`src/rtl/stem_pkg.sv`:
```
package stem_pkg;

    // Most expiries reported for one tick.
    localparam int MAX_RESULTS = 16;
    localparam int RES_CNT_W   = 5;
    localparam int ENTRY_W     = 4;
    localparam int FIELD_W     = 32;

    // Controller states.
    typedef enum logic [2:0] {
        ST_IDLE,
        ST_SCAN,
        ST_DRAIN,
        ST_DECIDE,
        ST_FETCH,
        ST_APPLY,
        ST_FLUSH
    } state_t;

    // Commands from the controller to the datapath.
    typedef struct packed {
        logic accept_arm;
        logic accept_tick;
        logic scan_clear;
        logic scan_rd;
        logic best_rd;
        logic apply;
        logic push_last;
    } cmd_t;

    // Status from the datapath to the controller.
    typedef struct packed {
        logic running;
        logic scan_last;
        logic found;
        logic pend_valid;
        logic out_free;
        logic res_full;
    } sts_t;

endpackage

```
`src/rtl/stem_ctrl.sv`:
```
module stem_ctrl
(
    input  logic              clk,
    input  logic              rst_n,
    input  logic              in_valid,
    input  logic              mode,
    output logic              in_stall,
    input  stem_pkg::sts_t    sts,
    output stem_pkg::cmd_t    cmd
);

    stem_pkg::state_t state_reg;
    stem_pkg::state_t state_next;
    logic             take;

    assign take = in_valid && (state_reg == stem_pkg::ST_IDLE);

    // State register.
    always_ff @(posedge clk or negedge rst_n)
    begin
        if (!rst_n)
        begin
            state_reg <= stem_pkg::ST_IDLE;
        end
        else
        begin
            state_reg <= state_next;
        end
    end

    // Next state.
    always_comb
    begin
        state_next = state_reg;
        case (state_reg)
            stem_pkg::ST_IDLE:
            begin
                if (take && !mode && sts.running)
                begin
                    state_next = stem_pkg::ST_SCAN;
                end
            end
            stem_pkg::ST_SCAN:
            begin
                if (sts.scan_last)
                begin
                    state_next = stem_pkg::ST_DRAIN;
                end
            end
            stem_pkg::ST_DRAIN:
            begin
                state_next = stem_pkg::ST_DECIDE;
            end
            stem_pkg::ST_DECIDE:
            begin
                state_next = sts.found ? stem_pkg::ST_FETCH : stem_pkg::ST_FLUSH;
            end
            stem_pkg::ST_FETCH:
            begin
                state_next = stem_pkg::ST_APPLY;
            end
            stem_pkg::ST_APPLY:
            begin
                if (!sts.pend_valid || sts.out_free)
                begin
                    state_next = sts.res_full ? stem_pkg::ST_FLUSH : stem_pkg::ST_SCAN;
                end
            end
            stem_pkg::ST_FLUSH:
            begin
                if (!sts.pend_valid || sts.out_free)
                begin
                    state_next = stem_pkg::ST_IDLE;
                end
            end
            default:
            begin
                state_next = stem_pkg::ST_IDLE;
            end
        endcase
    end

    // Outputs.
    always_comb
    begin
        cmd      = '0;
        in_stall = (state_reg != stem_pkg::ST_IDLE);
        case (state_reg)
            stem_pkg::ST_IDLE:
            begin
                cmd.accept_arm  = take && mode;
                cmd.accept_tick = take && !mode && sts.running;
                cmd.scan_clear  = take && !mode && sts.running;
            end
            stem_pkg::ST_SCAN:
            begin
                cmd.scan_rd = 1'b1;
            end
            stem_pkg::ST_FETCH:
            begin
                cmd.best_rd = 1'b1;
            end
            stem_pkg::ST_APPLY:
            begin
                cmd.apply      = !sts.pend_valid || sts.out_free;
                cmd.scan_clear = !sts.pend_valid || sts.out_free;
            end
            stem_pkg::ST_FLUSH:
            begin
                cmd.push_last = sts.pend_valid && sts.out_free;
            end
            default:
            begin
                cmd = '0;
            end
        endcase
    end

endmodule

```
`src/rtl/stem_dp.sv`:
```
module stem_dp
#(
    parameter int TIMERS    = 16,
    parameter int TICK_BITS = 32,
    parameter int IW        = 4
)
(
    input  logic                            clk,
    input  logic                            rst_n,
    input  stem_pkg::cmd_t                  cmd,
    output stem_pkg::sts_t                  sts,
    input  logic                            cfg_valid,
    output logic                            cfg_ready,
    input  logic                            cfg_data,
    input  logic [stem_pkg::ENTRY_W-1:0]    entry,
    input  logic [stem_pkg::FIELD_W-1:0]    delay,
    input  logic [stem_pkg::FIELD_W-1:0]    reload,
    output logic                            out_valid,
    input  logic                            out_stall,
    output logic [stem_pkg::ENTRY_W-1:0]    expired_entry,
    output logic                            rearmed,
    output logic                            last
);

    logic                 running_reg;
    logic [TICK_BITS-1:0] count_reg;
    logic [TICK_BITS-1:0] count_next;
    logic [TIMERS-1:0]    armed_reg;
    logic [TIMERS-1:0]    armed_next;
    logic [TIMERS-1:0]    ovf_reg;
    logic [TIMERS-1:0]    ovf_next;

    logic [TICK_BITS-1:0] arr_mem [0:TIMERS-1];
    logic [TICK_BITS-1:0] rld_mem [0:TIMERS-1];
    logic [TICK_BITS-1:0] arr_q_reg;
    logic [TICK_BITS-1:0] rld_q_reg;

    logic [IW-1:0]        scan_idx_reg;
    logic [IW-1:0]        rd_idx_reg;
    logic                 pv_reg;
    logic                 found_reg;
    logic [IW-1:0]        best_idx_reg;
    logic [TICK_BITS-1:0] best_arr_reg;
    logic [stem_pkg::RES_CNT_W-1:0] res_cnt_reg;

    logic                 pend_valid_reg;
    logic [stem_pkg::ENTRY_W-1:0] pend_idx_reg;
    logic                 pend_again_reg;
    logic                 out_valid_reg;
    logic [stem_pkg::ENTRY_W-1:0] out_idx_reg;
    logic                 out_again_reg;
    logic                 out_last_reg;

    logic [63:0]          dly_ext;
    logic [63:0]          rld_ext;
    logic [TICK_BITS-1:0] dly_w;
    logic [TICK_BITS-1:0] rld_w;
    logic [IW+3:0]        ent_ext;
    logic [IW-1:0]        ent_idx;
    logic                 ent_ok;
    logic                 arm_write;
    logic [TICK_BITS-1:0] arm_when;
    logic                 arm_ovf;
    logic [TICK_BITS-1:0] ap_when;
    logic                 ap_ovf;
    logic                 again;
    logic [IW+3:0]        best_ext;
    logic                 wrap;
    logic                 elig;
    logic                 out_free;
    logic                 rd_en;
    logic [IW-1:0]        rd_addr;

    // Input fields cut to the tick width and the table index.
    assign dly_ext   = 64'(delay);
    assign rld_ext   = 64'(reload);
    assign dly_w     = dly_ext[TICK_BITS-1:0];
    assign rld_w     = rld_ext[TICK_BITS-1:0];
    assign ent_ext   = (IW+4)'(entry);
    assign ent_idx   = ent_ext[IW-1:0];
    assign ent_ok    = (32'(entry) < 32'(TIMERS));
    assign arm_write = cmd.accept_arm && ent_ok && (dly_w != '0);
    assign arm_when  = count_reg + dly_w;
    assign arm_ovf   = (arm_when < count_reg);

    // Rearm arithmetic for the chosen entry.
    assign again    = (rld_q_reg != '0);
    assign ap_when  = count_reg + rld_q_reg;
    assign ap_ovf   = (ap_when < count_reg);
    assign best_ext = (IW+4)'(best_idx_reg);

    assign wrap     = &count_reg;
    assign out_free = !out_valid_reg || !out_stall;
    assign rd_en    = cmd.scan_rd || cmd.best_rd;
    assign rd_addr  = cmd.best_rd ? best_idx_reg : scan_idx_reg;
    assign elig     = armed_reg[rd_idx_reg] && !ovf_reg[rd_idx_reg]
                      && (arr_q_reg <= count_reg);

    // Status to the controller.
    always_comb
    begin
        sts.running    = running_reg;
        sts.scan_last  = (scan_idx_reg == IW'(TIMERS - 1));
        sts.found      = found_reg;
        sts.pend_valid = pend_valid_reg;
        sts.out_free   = out_free;
        sts.res_full   = (res_cnt_reg == stem_pkg::RES_CNT_W'(stem_pkg::MAX_RESULTS - 1));
    end

    // Tick count and entry flags.
    always_comb
    begin
        count_next = count_reg;
        armed_next = armed_reg;
        ovf_next   = ovf_reg;
        if (cmd.accept_tick)
        begin
            count_next = count_reg + 1'b1;
            if (wrap)
            begin
                for (int i = 0; i < TIMERS; i++)
                begin
                    if (armed_reg[i])
                    begin
                        ovf_next[i] = ~ovf_reg[i];
                    end
                end
            end
        end
        if (arm_write)
        begin
            armed_next[ent_idx] = 1'b1;
            ovf_next[ent_idx]   = arm_ovf;
        end
        if (cmd.apply)
        begin
            if (again)
            begin
                ovf_next[best_idx_reg] = ap_ovf;
            end
            else
            begin
                armed_next[best_idx_reg] = 1'b0;
            end
        end
    end

    always_ff @(posedge clk or negedge rst_n)
    begin
        if (!rst_n)
        begin
            running_reg <= 1'b0;
            count_reg   <= '0;
            armed_reg   <= '0;
        end
        else
        begin
            if (cfg_valid && cfg_ready)
            begin
                running_reg <= cfg_data;
            end
            count_reg <= count_next;
            armed_reg <= armed_next;
        end
    end

    // Overflow flags are only read while armed, so they need no reset.
    always_ff @(posedge clk)
    begin
        ovf_reg <= ovf_next;
    end

    assign cfg_ready = 1'b1;

    // Arrival and reload memories: one write port, one registered read port.
    always_ff @(posedge clk)
    begin
        if (arm_write)
        begin
            arr_mem[ent_idx] <= arm_when;
            rld_mem[ent_idx] <= rld_w;
        end
        else if (cmd.apply && again)
        begin
            arr_mem[best_idx_reg] <= ap_when;
        end
        if (rd_en)
        begin
            arr_q_reg <= arr_mem[rd_addr];
            rld_q_reg <= rld_mem[rd_addr];
        end
    end

    // Scan of the table for the earliest due entry.
    always_ff @(posedge clk or negedge rst_n)
    begin
        if (!rst_n)
        begin
            scan_idx_reg <= '0;
            rd_idx_reg   <= '0;
            pv_reg       <= 1'b0;
            found_reg    <= 1'b0;
            res_cnt_reg  <= '0;
        end
        else
        begin
            pv_reg     <= cmd.scan_rd;
            rd_idx_reg <= scan_idx_reg;
            if (cmd.scan_clear)
            begin
                scan_idx_reg <= '0;
                found_reg    <= 1'b0;
            end
            else
            begin
                if (cmd.scan_rd)
                begin
                    scan_idx_reg <= scan_idx_reg + 1'b1;
                end
                if (pv_reg && elig && (!found_reg || (arr_q_reg < best_arr_reg)))
                begin
                    found_reg <= 1'b1;
                end
            end
            if (cmd.accept_tick)
            begin
                res_cnt_reg <= '0;
            end
            else if (cmd.apply)
            begin
                res_cnt_reg <= res_cnt_reg + 1'b1;
            end
        end
    end

    // The best candidate itself is payload.
    always_ff @(posedge clk)
    begin
        if (pv_reg && elig && (!found_reg || (arr_q_reg < best_arr_reg)))
        begin
            best_idx_reg <= rd_idx_reg;
            best_arr_reg <= arr_q_reg;
        end
    end

    // A result is held back until the next scan shows whether it is the last.
    always_ff @(posedge clk or negedge rst_n)
    begin
        if (!rst_n)
        begin
            pend_valid_reg <= 1'b0;
            out_valid_reg  <= 1'b0;
        end
        else
        begin
            if (cmd.apply)
            begin
                pend_valid_reg <= 1'b1;
            end
            else if (cmd.push_last)
            begin
                pend_valid_reg <= 1'b0;
            end
            if ((cmd.apply && pend_valid_reg) || cmd.push_last)
            begin
                out_valid_reg <= 1'b1;
            end
            else if (!out_stall)
            begin
                out_valid_reg <= 1'b0;
            end
        end
    end

    always_ff @(posedge clk)
    begin
        if (cmd.apply)
        begin
            pend_idx_reg   <= best_ext[stem_pkg::ENTRY_W-1:0];
            pend_again_reg <= again;
        end
        if ((cmd.apply && pend_valid_reg) || cmd.push_last)
        begin
            out_idx_reg   <= pend_idx_reg;
            out_again_reg <= pend_again_reg;
            out_last_reg  <= cmd.push_last;
        end
    end

    assign out_valid     = out_valid_reg;
    assign expired_entry = out_idx_reg;
    assign rearmed       = out_again_reg;
    assign last          = out_last_reg;

`ifndef SYNTHESIS
    // A held result always belongs to at least one reported expiry.
    a_pend_count: assert property (@(posedge clk) disable iff (!rst_n)
        pend_valid_reg |-> (res_cnt_reg != '0))
        else $error("pending result with zero result count");

    // The per-tick result count never exceeds its limit.
    a_res_limit: assert property (@(posedge clk) disable iff (!rst_n)
        res_cnt_reg <= stem_pkg::RES_CNT_W'(stem_pkg::MAX_RESULTS))
        else $error("too many results in one tick");

    // The chosen candidate is due at the current count.
    a_best_due: assert property (@(posedge clk) disable iff (!rst_n)
        found_reg |-> (best_arr_reg <= count_reg))
        else $error("selected entry is not due");

    // A one-shot entry is freed once reported.
    a_one_shot: assert property (@(posedge clk) disable iff (!rst_n)
        (cmd.apply && !again) |=> !armed_reg[$past(best_idx_reg)])
        else $error("one-shot entry still armed");
`endif

endmodule

```
`src/rtl/software_timer_expiry_manager.sv`:
```
// Software timer table with a free-running tick count. An arm transaction
// (mode 1) sets an entry's arrival to count plus delay and stores its reload
// period; a zero delay or an entry index outside the table is ignored.
// A tick transaction (mode 0) is acted on only while the running register
// is 1: it advances the count and then reports every due entry of the
// current group, earliest arrival first and lowest index on ties, at most
// 16 per tick, the final one flagged by last. Each report costs one scan
// of the arrival memory with its single read port, and a closing scan
// finds nothing more. When the sixteenth report is made the closing scan
// is skipped and the tick ends with a flush. Input is stalled while a tick
// is in work.
module software_timer_expiry_manager
#(
    parameter int TIMERS    = 16,
    parameter int TICK_BITS = 32
)
(
    input  logic                         clk,
    input  logic                         rst_n,
    input  logic                         cfg_valid,
    output logic                         cfg_ready,
    input  logic                         cfg_data,
    input  logic                         in_valid,
    output logic                         in_stall,
    input  logic                         mode,
    input  logic [stem_pkg::ENTRY_W-1:0] entry,
    input  logic [stem_pkg::FIELD_W-1:0] delay,
    input  logic [stem_pkg::FIELD_W-1:0] reload,
    output logic                         out_valid,
    input  logic                         out_stall,
    output logic [stem_pkg::ENTRY_W-1:0] expired_entry,
    output logic                         rearmed,
    output logic                         last
);

    localparam int IW = (TIMERS > 1) ? $clog2(TIMERS) : 1;

    stem_pkg::cmd_t cmd;
    stem_pkg::sts_t sts;

    // Sequencer.
    stem_ctrl u_ctrl
    (
        .clk      (clk),
        .rst_n    (rst_n),
        .in_valid (in_valid),
        .mode     (mode),
        .in_stall (in_stall),
        .sts      (sts),
        .cmd      (cmd)
    );

    // Table, count and result registers.
    stem_dp
    #(
        .TIMERS    (TIMERS),
        .TICK_BITS (TICK_BITS),
        .IW        (IW)
    )
    u_dp
    (
        .clk           (clk),
        .rst_n         (rst_n),
        .cmd           (cmd),
        .sts           (sts),
        .cfg_valid     (cfg_valid),
        .cfg_ready     (cfg_ready),
        .cfg_data      (cfg_data),
        .entry         (entry),
        .delay         (delay),
        .reload        (reload),
        .out_valid     (out_valid),
        .out_stall     (out_stall),
        .expired_entry (expired_entry),
        .rearmed       (rearmed),
        .last          (last)
    );

endmodule
```
`config.mk`:
```
export PLATFORM = sky130hd
export DESIGN_NAME = software_timer_expiry_manager
export DESIGN_NICKNAME = d
export VERILOG_FILES = /design/src/rtl/stem_pkg.sv /design/src/rtl/stem_ctrl.sv /design/src/rtl/stem_dp.sv /design/src/rtl/software_timer_expiry_manager.sv
export SDC_FILE = /design/constraint.sdc
export NUM_CORES = 2
export LEC_CHECK = 0
export BUFFER_PORTS_ARGS = -buffer_cell sky130_fd_sc_hd__buf_2
export CAP_MARGIN = 20
export CORE_MARGIN = 4
export CORE_UTILIZATION = 46
export DETAILED_ROUTE_END_ITERATION = 8
export REMOVE_ABC_BUFFERS = 1
export SYNTH_ARGS = -nofsm -noshare
export SYNTH_HDL_FRONTEND = slang
export SYNTH_SLANG_ARGS = --single-unit
```
`constraint.sdc`:
```
create_clock -name clk -period 10.6 [get_ports clk]
set_input_delay 0.53 -clock clk [delete_from_list [all_inputs] [get_ports clk]]
set_output_delay 0.53 -clock clk [all_outputs]
set_load 0.03 [all_outputs]
```
# Yosys cells after proc, flatten, opt, wreduce, memory -nomap -nowiden
# Memories as Yosys holds them, arrays and structs flattened. A register that Yosys moved wholly into a read port is not among the register bits.
# Cells that the tools add are included.
# word_totals
regBits	132
ramBits	1024
inputBits	75
out_inout_bits	9
word_cells	169
memories	2
# memory_table
name	depth	width	read_ports	rd_ports_with_merged_regs	write_ports	line	rtl
u_dp.arr_mem	16	32	1	1	1	stem_dp.sv:33	logic [TICK_BITS-1:0] arr_mem [0:TIMERS-1];
u_dp.rld_mem	16	32	1	1	1	stem_dp.sv:34	logic [TICK_BITS-1:0] rld_mem [0:TIMERS-1];
# op_classes
addsub	5
magnitude_cmp	9
n_eq_ne	13
muxes	66
bitwise_logic	19
n_reduce_logical	36
# ops
op	n
16-bit two-way mux	8
32-bit < comparator	3
32-bit adder	2
32-bit nonzero test	2
1-bit two-way mux	36
32-bit by 1-bit adder with 32-bit output, second input constant	1
16-bit bitwise mux	2
32-bit <= comparator	1
32-bit two-way mux	1
32-bit AND reduction	1
32-bit OR reduction	1
3-bit one-hot mux with 7 select lines	1
16-bit AND	1
4-bit two-way mux	4
1-bit inverter	16
16-bit inverter	1
16-bit bitwise OR	1
4-bit by 5-bit < comparator with 1-bit output, second input constant	3
3-bit two-way mux	5
1-bit logical AND	14
5-bit two-way mux	2
3-bit == test, second input constant	3
1-bit binary-select mux with 4-bit select	2
1-bit demux with 4-bit select	2
17 further kinds	35

# Longest topological paths before layout
# logic_depth
depth_word	11
depth_mapped	22
mapped_depth_nobuf	21

# By module
# A second synthesis with hierarchy kept.
# unflattened
hier_cells	3189
hier_area_um2	53127.2
# by_module_without_submodules
module	instances	cells_each	area_each_um2	seq_area_each_um2
stem_dp	1	3151	52841.9	36054.6
stem_ctrl	1	38	285.3	75.1

# Worst setup path before layout
# No wires, ideal clock.
# synth_timing
kind	reg-to-reg
startpoint	reg u_ctrl.state_reg[1]
endpoint	mem u_dp.arr_mem[10][0], enable pin
setup_ps	470
arrival_time_ps	5279
t_required_ps	10130
setup_slack_ps	4851
stages_incl_launch_ff	9
n_path_buf	1
synth_period_minus_slack_ps	5749
path_cell_list	dfrtp_1 > clkbuf_1 > nor3_1 > o2111ai_1 > inv_1 > nand3b_1 > nor2_1 > a21oi_1 > a211oi_1
# synth_via
elab_chain_len	9
elab_cells_between_ends	16
classes_between	eq/ne: 1; mux: 9; reduce/logical: 6
# synth_rtl
item	line	rtl
start, declared	stem_ctrl.sv:12	stem_pkg::state_t state_reg;
start signal, assigned	stem_ctrl.sv:23	state_reg <= stem_pkg::ST_IDLE;
start signal, assigned	stem_ctrl.sv:27	state_reg <= state_next;
3-bit logical NOT	stem_ctrl.sv:16, stem_ctrl.sv:88	
1-bit logical AND	stem_ctrl.sv:16	assign take = in_valid && (state_reg == stem_pkg::ST_IDLE);
1-bit logical AND	stem_ctrl.sv:91	cmd.accept_arm = take && mode;
2-bit two-way mux	stem_ctrl.sv:88	case (state_reg)
1-bit logical AND	stem_dp.sv:82	assign arm_write = cmd.accept_arm && ent_ok && (dly_w != '0);
1-bit two-way mux	stem_dp.sv:178	if (arm_write)
1-bit two-way mux (implied by the code)	stem_dp.sv:185	arr_mem[best_idx_reg] <= ap_when;
32-bit OR reduction (no source line)	--	
4-bit two-way mux (no source line) or 1-bit two-way mux (tied branches)	--	
end, declared	stem_dp.sv:33	
# Parallel ways exist; a longest one is shown, timed or not.

# Worst setup path after layout
# layout_timing
startpoint	reg u_dp.rld_q_reg[1], read port of u_dp.rld_mem
endpoint	reg u_dp.ovf_reg[15]
# layout_via
elab_chain_len	5
elab_cells_between_ends	6
classes_between	add/sub: 1; order compare: 1; mux: 3; reduce/logical: 1
# layout_rtl
item	line	rtl
start, declared	stem_dp.sv:36	logic [TICK_BITS-1:0] rld_q_reg;
32-bit adder	stem_dp.sv:88	assign ap_when = count_reg + rld_q_reg;
32-bit < comparator	stem_dp.sv:89	assign ap_ovf = (ap_when < count_reg);
16-bit bitwise mux	stem_dp.sv:139	ovf_next[best_idx_reg] = ap_ovf;
16-bit two-way mux (*)	stem_dp.sv:137	if (again)
16-bit two-way mux (*)	stem_dp.sv:135	if (cmd.apply)
named net u_dp.ovf_next[15]	stem_dp.sv:31	logic [TIMERS-1:0] ovf_next;
end signal, assigned	stem_dp.sv:170	ovf_reg <= ovf_next;
end, declared	stem_dp.sv:30	logic [TIMERS-1:0] ovf_reg;
# Mark *: on every way through the listed nets, which the timed path passes. The rest lies on a longest branch.
# A chain may end at the register's enable or synchronous reset.

==> flow_summary.ini <==
[worst_setup_path]
path_cells = ha_1 -> a21oi_1 -> nand4b_1 -> nor4b_1 -> o31ai_1 -> a221oi_1 -> o21ai_0 -> a21oi_1 -> xnor2_1 -> ha_1 -> a21oi_1 -> o21ai_0 -> a21o_1 -> a21oi_1 -> o31ai_1 -> a221oi_2 -> buf_4 -> mux2_2
endpoint = u_dp.ovf_reg[15]
r2r_setup_slack_ns = 4.72
cp_data_required_time_ns = 11.24
worstPathArrival_ns = 6.52
cpMostUsedCell = a21oi_1
crit_path_top_delay_cell = nor4b_1
worstSetupStartpoint = u_dp.rld_q_reg[1]
cpPeakStageDelay_ns = 0.88
ff2ff_path_depth = 18
worst_setup_path_end_kind = register
cp-start-kind = register
critPathKind = reg -> reg
reg2reg_from = u_dp.rld_q_reg[1]
cp_max_fo = 16
r2r-end = u_dp.ovf_reg[15]

[global_routing]
antenna_found_initial = 7
grt_use_total_pct = 23.2
grt_pass1_vias = 30600
grt_pass1_wl_um = 208000
grt_max_degree = 129
grt_overflow = 0

[clock_network]
ctsResizeCount = 0
clk_latency_ns = 0.72
cts_tree = built
cts_root_buf = clkbuf_16
cts_buffers = 121
clock_path_buffers = 3
htreeDepth = 3
clock-sinks = 1220
clkTransAtPathRegs_ns = 0.06

[yosys]
yosysWarnings = 0
async_reset_ff_share_pct = 5.66
synthCells = 3205
ys.flop_type = edfxtp_1
ys_ff_latch = 1220
yosysSeqAreaShare_pct = 68.0
synth-edff-count = 1135
syn_area_um2 = 53100
synth_cell_types = 73
synth_area_per_cell_um2 = 16.6

[floorplanning]
start_util_pct = 46.4
core-area_um2 = 115000
die-area_um2 = 121000
die_w_um = 348
num_rows = 124
die_h_um = 348
io_pins = 84

[sta]
rsz0062_at_grt = false
layout_min_cycle_time_ns = 5.88
slew_violations = 0
timing.fmax_mhz = 170
worstMarginPinSlew_ns = 1.11
setup_viol = 0
hold_violations = 0
final.setup.worst_slack_ns = 4.72
hold_ws_ns = 0.0567
relSlewSlack_pct = 25.7
finalCritPeriodShare_pct = 55.5
tns_ns = 0
skew_ns = 0.0302

[place]
gp_congestion = 0.893
dpl_worst_slack_ns = 4.87
portBuffers = 82
dp_hpwl_um = 83500
placement.cell_area_um2 = 55600

[pwr]
total_power_mw = 15.4
power_density_nw_per_um2 = 257
leakage_nw = 20.6
ir_drop_uv = 222

[layout]
postLayoutCellArea_um2 = 59800
multiInputGateArea_um2 = 16400
register_area_um2 = 36100
nets = 3597
area_growth_syn_to_layout_pct = 12.6
reg_top3 = u_dp.arr_mem: 512 flops, u_dp.rld_mem: 512 flops
n_fill_cell = 9195
drive_gt1_share_pct = 19.0

[detailed_routing]
dr.pass1.iters = 7
postRouteAntennaNets = 0
drc = 0
avgViaCountPerCell = 6.08
wl_per_cell_um = 28.4
wirelength_um = 140000
route.vias.total = 30000
dr.first_iter.drc_count = 2771

[run_status]
status = complete, no violations

[worst_hold_path]
hold_class = in -> reg

[run]
drv_cap = 0
==> metal layers <==
metal | global-route usage, % | share of wire [%] | up-vias
met2 | 37.0 | 47 | 1046
met3 | 3.43 | 6.6 | 226
met4 | 7.18 | 3.0 | 6
li1 | - | - | 13000
met5 | 0 | 0.024 | -
met1 | 33.5 | 43 | 15800
==> cells in the mapped netlist (55+ instances only) <==
| library cell | instances | share of area, % |
|---|---|---|
| edfxtp_1 | 1135 | 64 |
| dfrtp_1 | 69 | 3.3 |
| a21o_1 | 84 | 1.2 |
| o21ai_0 | 55 | 0.52 |
| a21oi_1 | 105 | 0.99 |
| a31oi_1 | 80 | 0.94 |
| and2_1 | 71 | 0.84 |
| clkbuf_1 | 98 | 0.69 |
| xnor2_1 | 75 | 1.2 |
| nand2_1 | 275 | 1.9 |
| mux4_2 | 256 | 11 |
| inv_1 | 93 | 0.66 |
| nor2_1 | 110 | 0.78 |
| a211oi_1 | 73 | 1.0 |
| ha_1 | 193 | 4.5 |
==> worst min-delay path by stage <==
stage | from | end | slack [ns] | cells past startpoint
final | cfg_data | u_dp.running_reg | 0.06 | 2
after CTS | cfg_data | u_dp.running_reg | 0.009 | 2
after floorplan | rst_n | u_ctrl.state_reg[0] | 0.23 | 0
after global routing | cfg_data | u_dp.running_reg | 0.04 | 2
after global placement | rst_n | u_dp.count_reg[26] | 0.38 | 1
after detailed placement | rst_n | u_dp.count_reg[26] | 0.38 | 1
==> layout make-up <==
cell class / instances / area share [%]
clock inverters: 78 / 1.70
multi-input cells: 1751 / 27.4
flip-flops and latches: 1220 / 60.4
repair buffers: 140 / 1.51
diodes: 1 / 0.00418
clock buffers: 146 / 5.22
inverters: 93 / 0.584
well taps: 1512 / 3.16
==> critical path, delay by kind of cell (launching register included) <==
family,cells,cell delay (ns)
AND/OR/NAND/NOR,2,1.07
adder cells (fa/ha/maj),2,0.69
buffers and inverters,1,0.35
flip-flops,1,0.53
multiplexers,1,0.20
AO/OA/AOI/OAI,11,2.71
XOR/XNOR,1,0.24
==> through the flow <==
step / std cells / util, %
6_report: 4941 / 52.2
5_1_grt: 4940 / 52.2
4_1_cts: 4939 / 52.2
3_5_place_dp: 4714 / 48.6
3_3_place_gp: 4714 / 48.6
2_1_floorplan: 3064 / -
==> power breakdown <==
group	internal, mW	leakage, nW	switching, mW
sequential	5.91	11.2	0.391
clock	2.61	1.99	1.83
combinational	1.92	7.41	2.72
==> cells in the final DEF (no fill, tap or decap), drive strengths merged, types with 17 or more instances in the layout <==
cell,synthesis,layout
mux2,29,29
nor2b,17,17
o21ai,55,55
nor3,29,29
nor2,110,110
edfxtp,1135,1135
a211oi,73,73
nand4,40,40
buf,43,139
mux4,256,256
clkinv,0,49
inv,93,95
a21o,84,84
xnor2,75,75
nand3,30,30
nand2,276,276
and2,73,73
xor2,38,38
mux2i,23,23
ha,193,193
a31oi,80,80
clkbuf,98,146
bufinv,0,21
a21oi,105,105
nor4,22,22
dfrtp,69,69
==> what timing repair did <==
action | in CTS | in global routing
hold buffers | 1 | 0
endpoints found under the hold margin | 10 | 0
setup buffers | 0 | 0
==> cell families (layout without fill, tap and decap cells) <==
group	after synthesis	in the layout	share of synthesized area, %
AO/OA/AOI/OAI	476	476	5.91
XOR/XNOR	113	113	1.86
adder cells (fa/ha/maj)	195	195	4.62
buffers and inverters	234	457	1.73
flip-flops	1220	1220	68.0
multiplexers	308	308	11.9
other	1	2	0.00706
AND/OR/NAND/NOR	658	658	5.93
No activity file was read; power rests on OpenSTA's default activity.
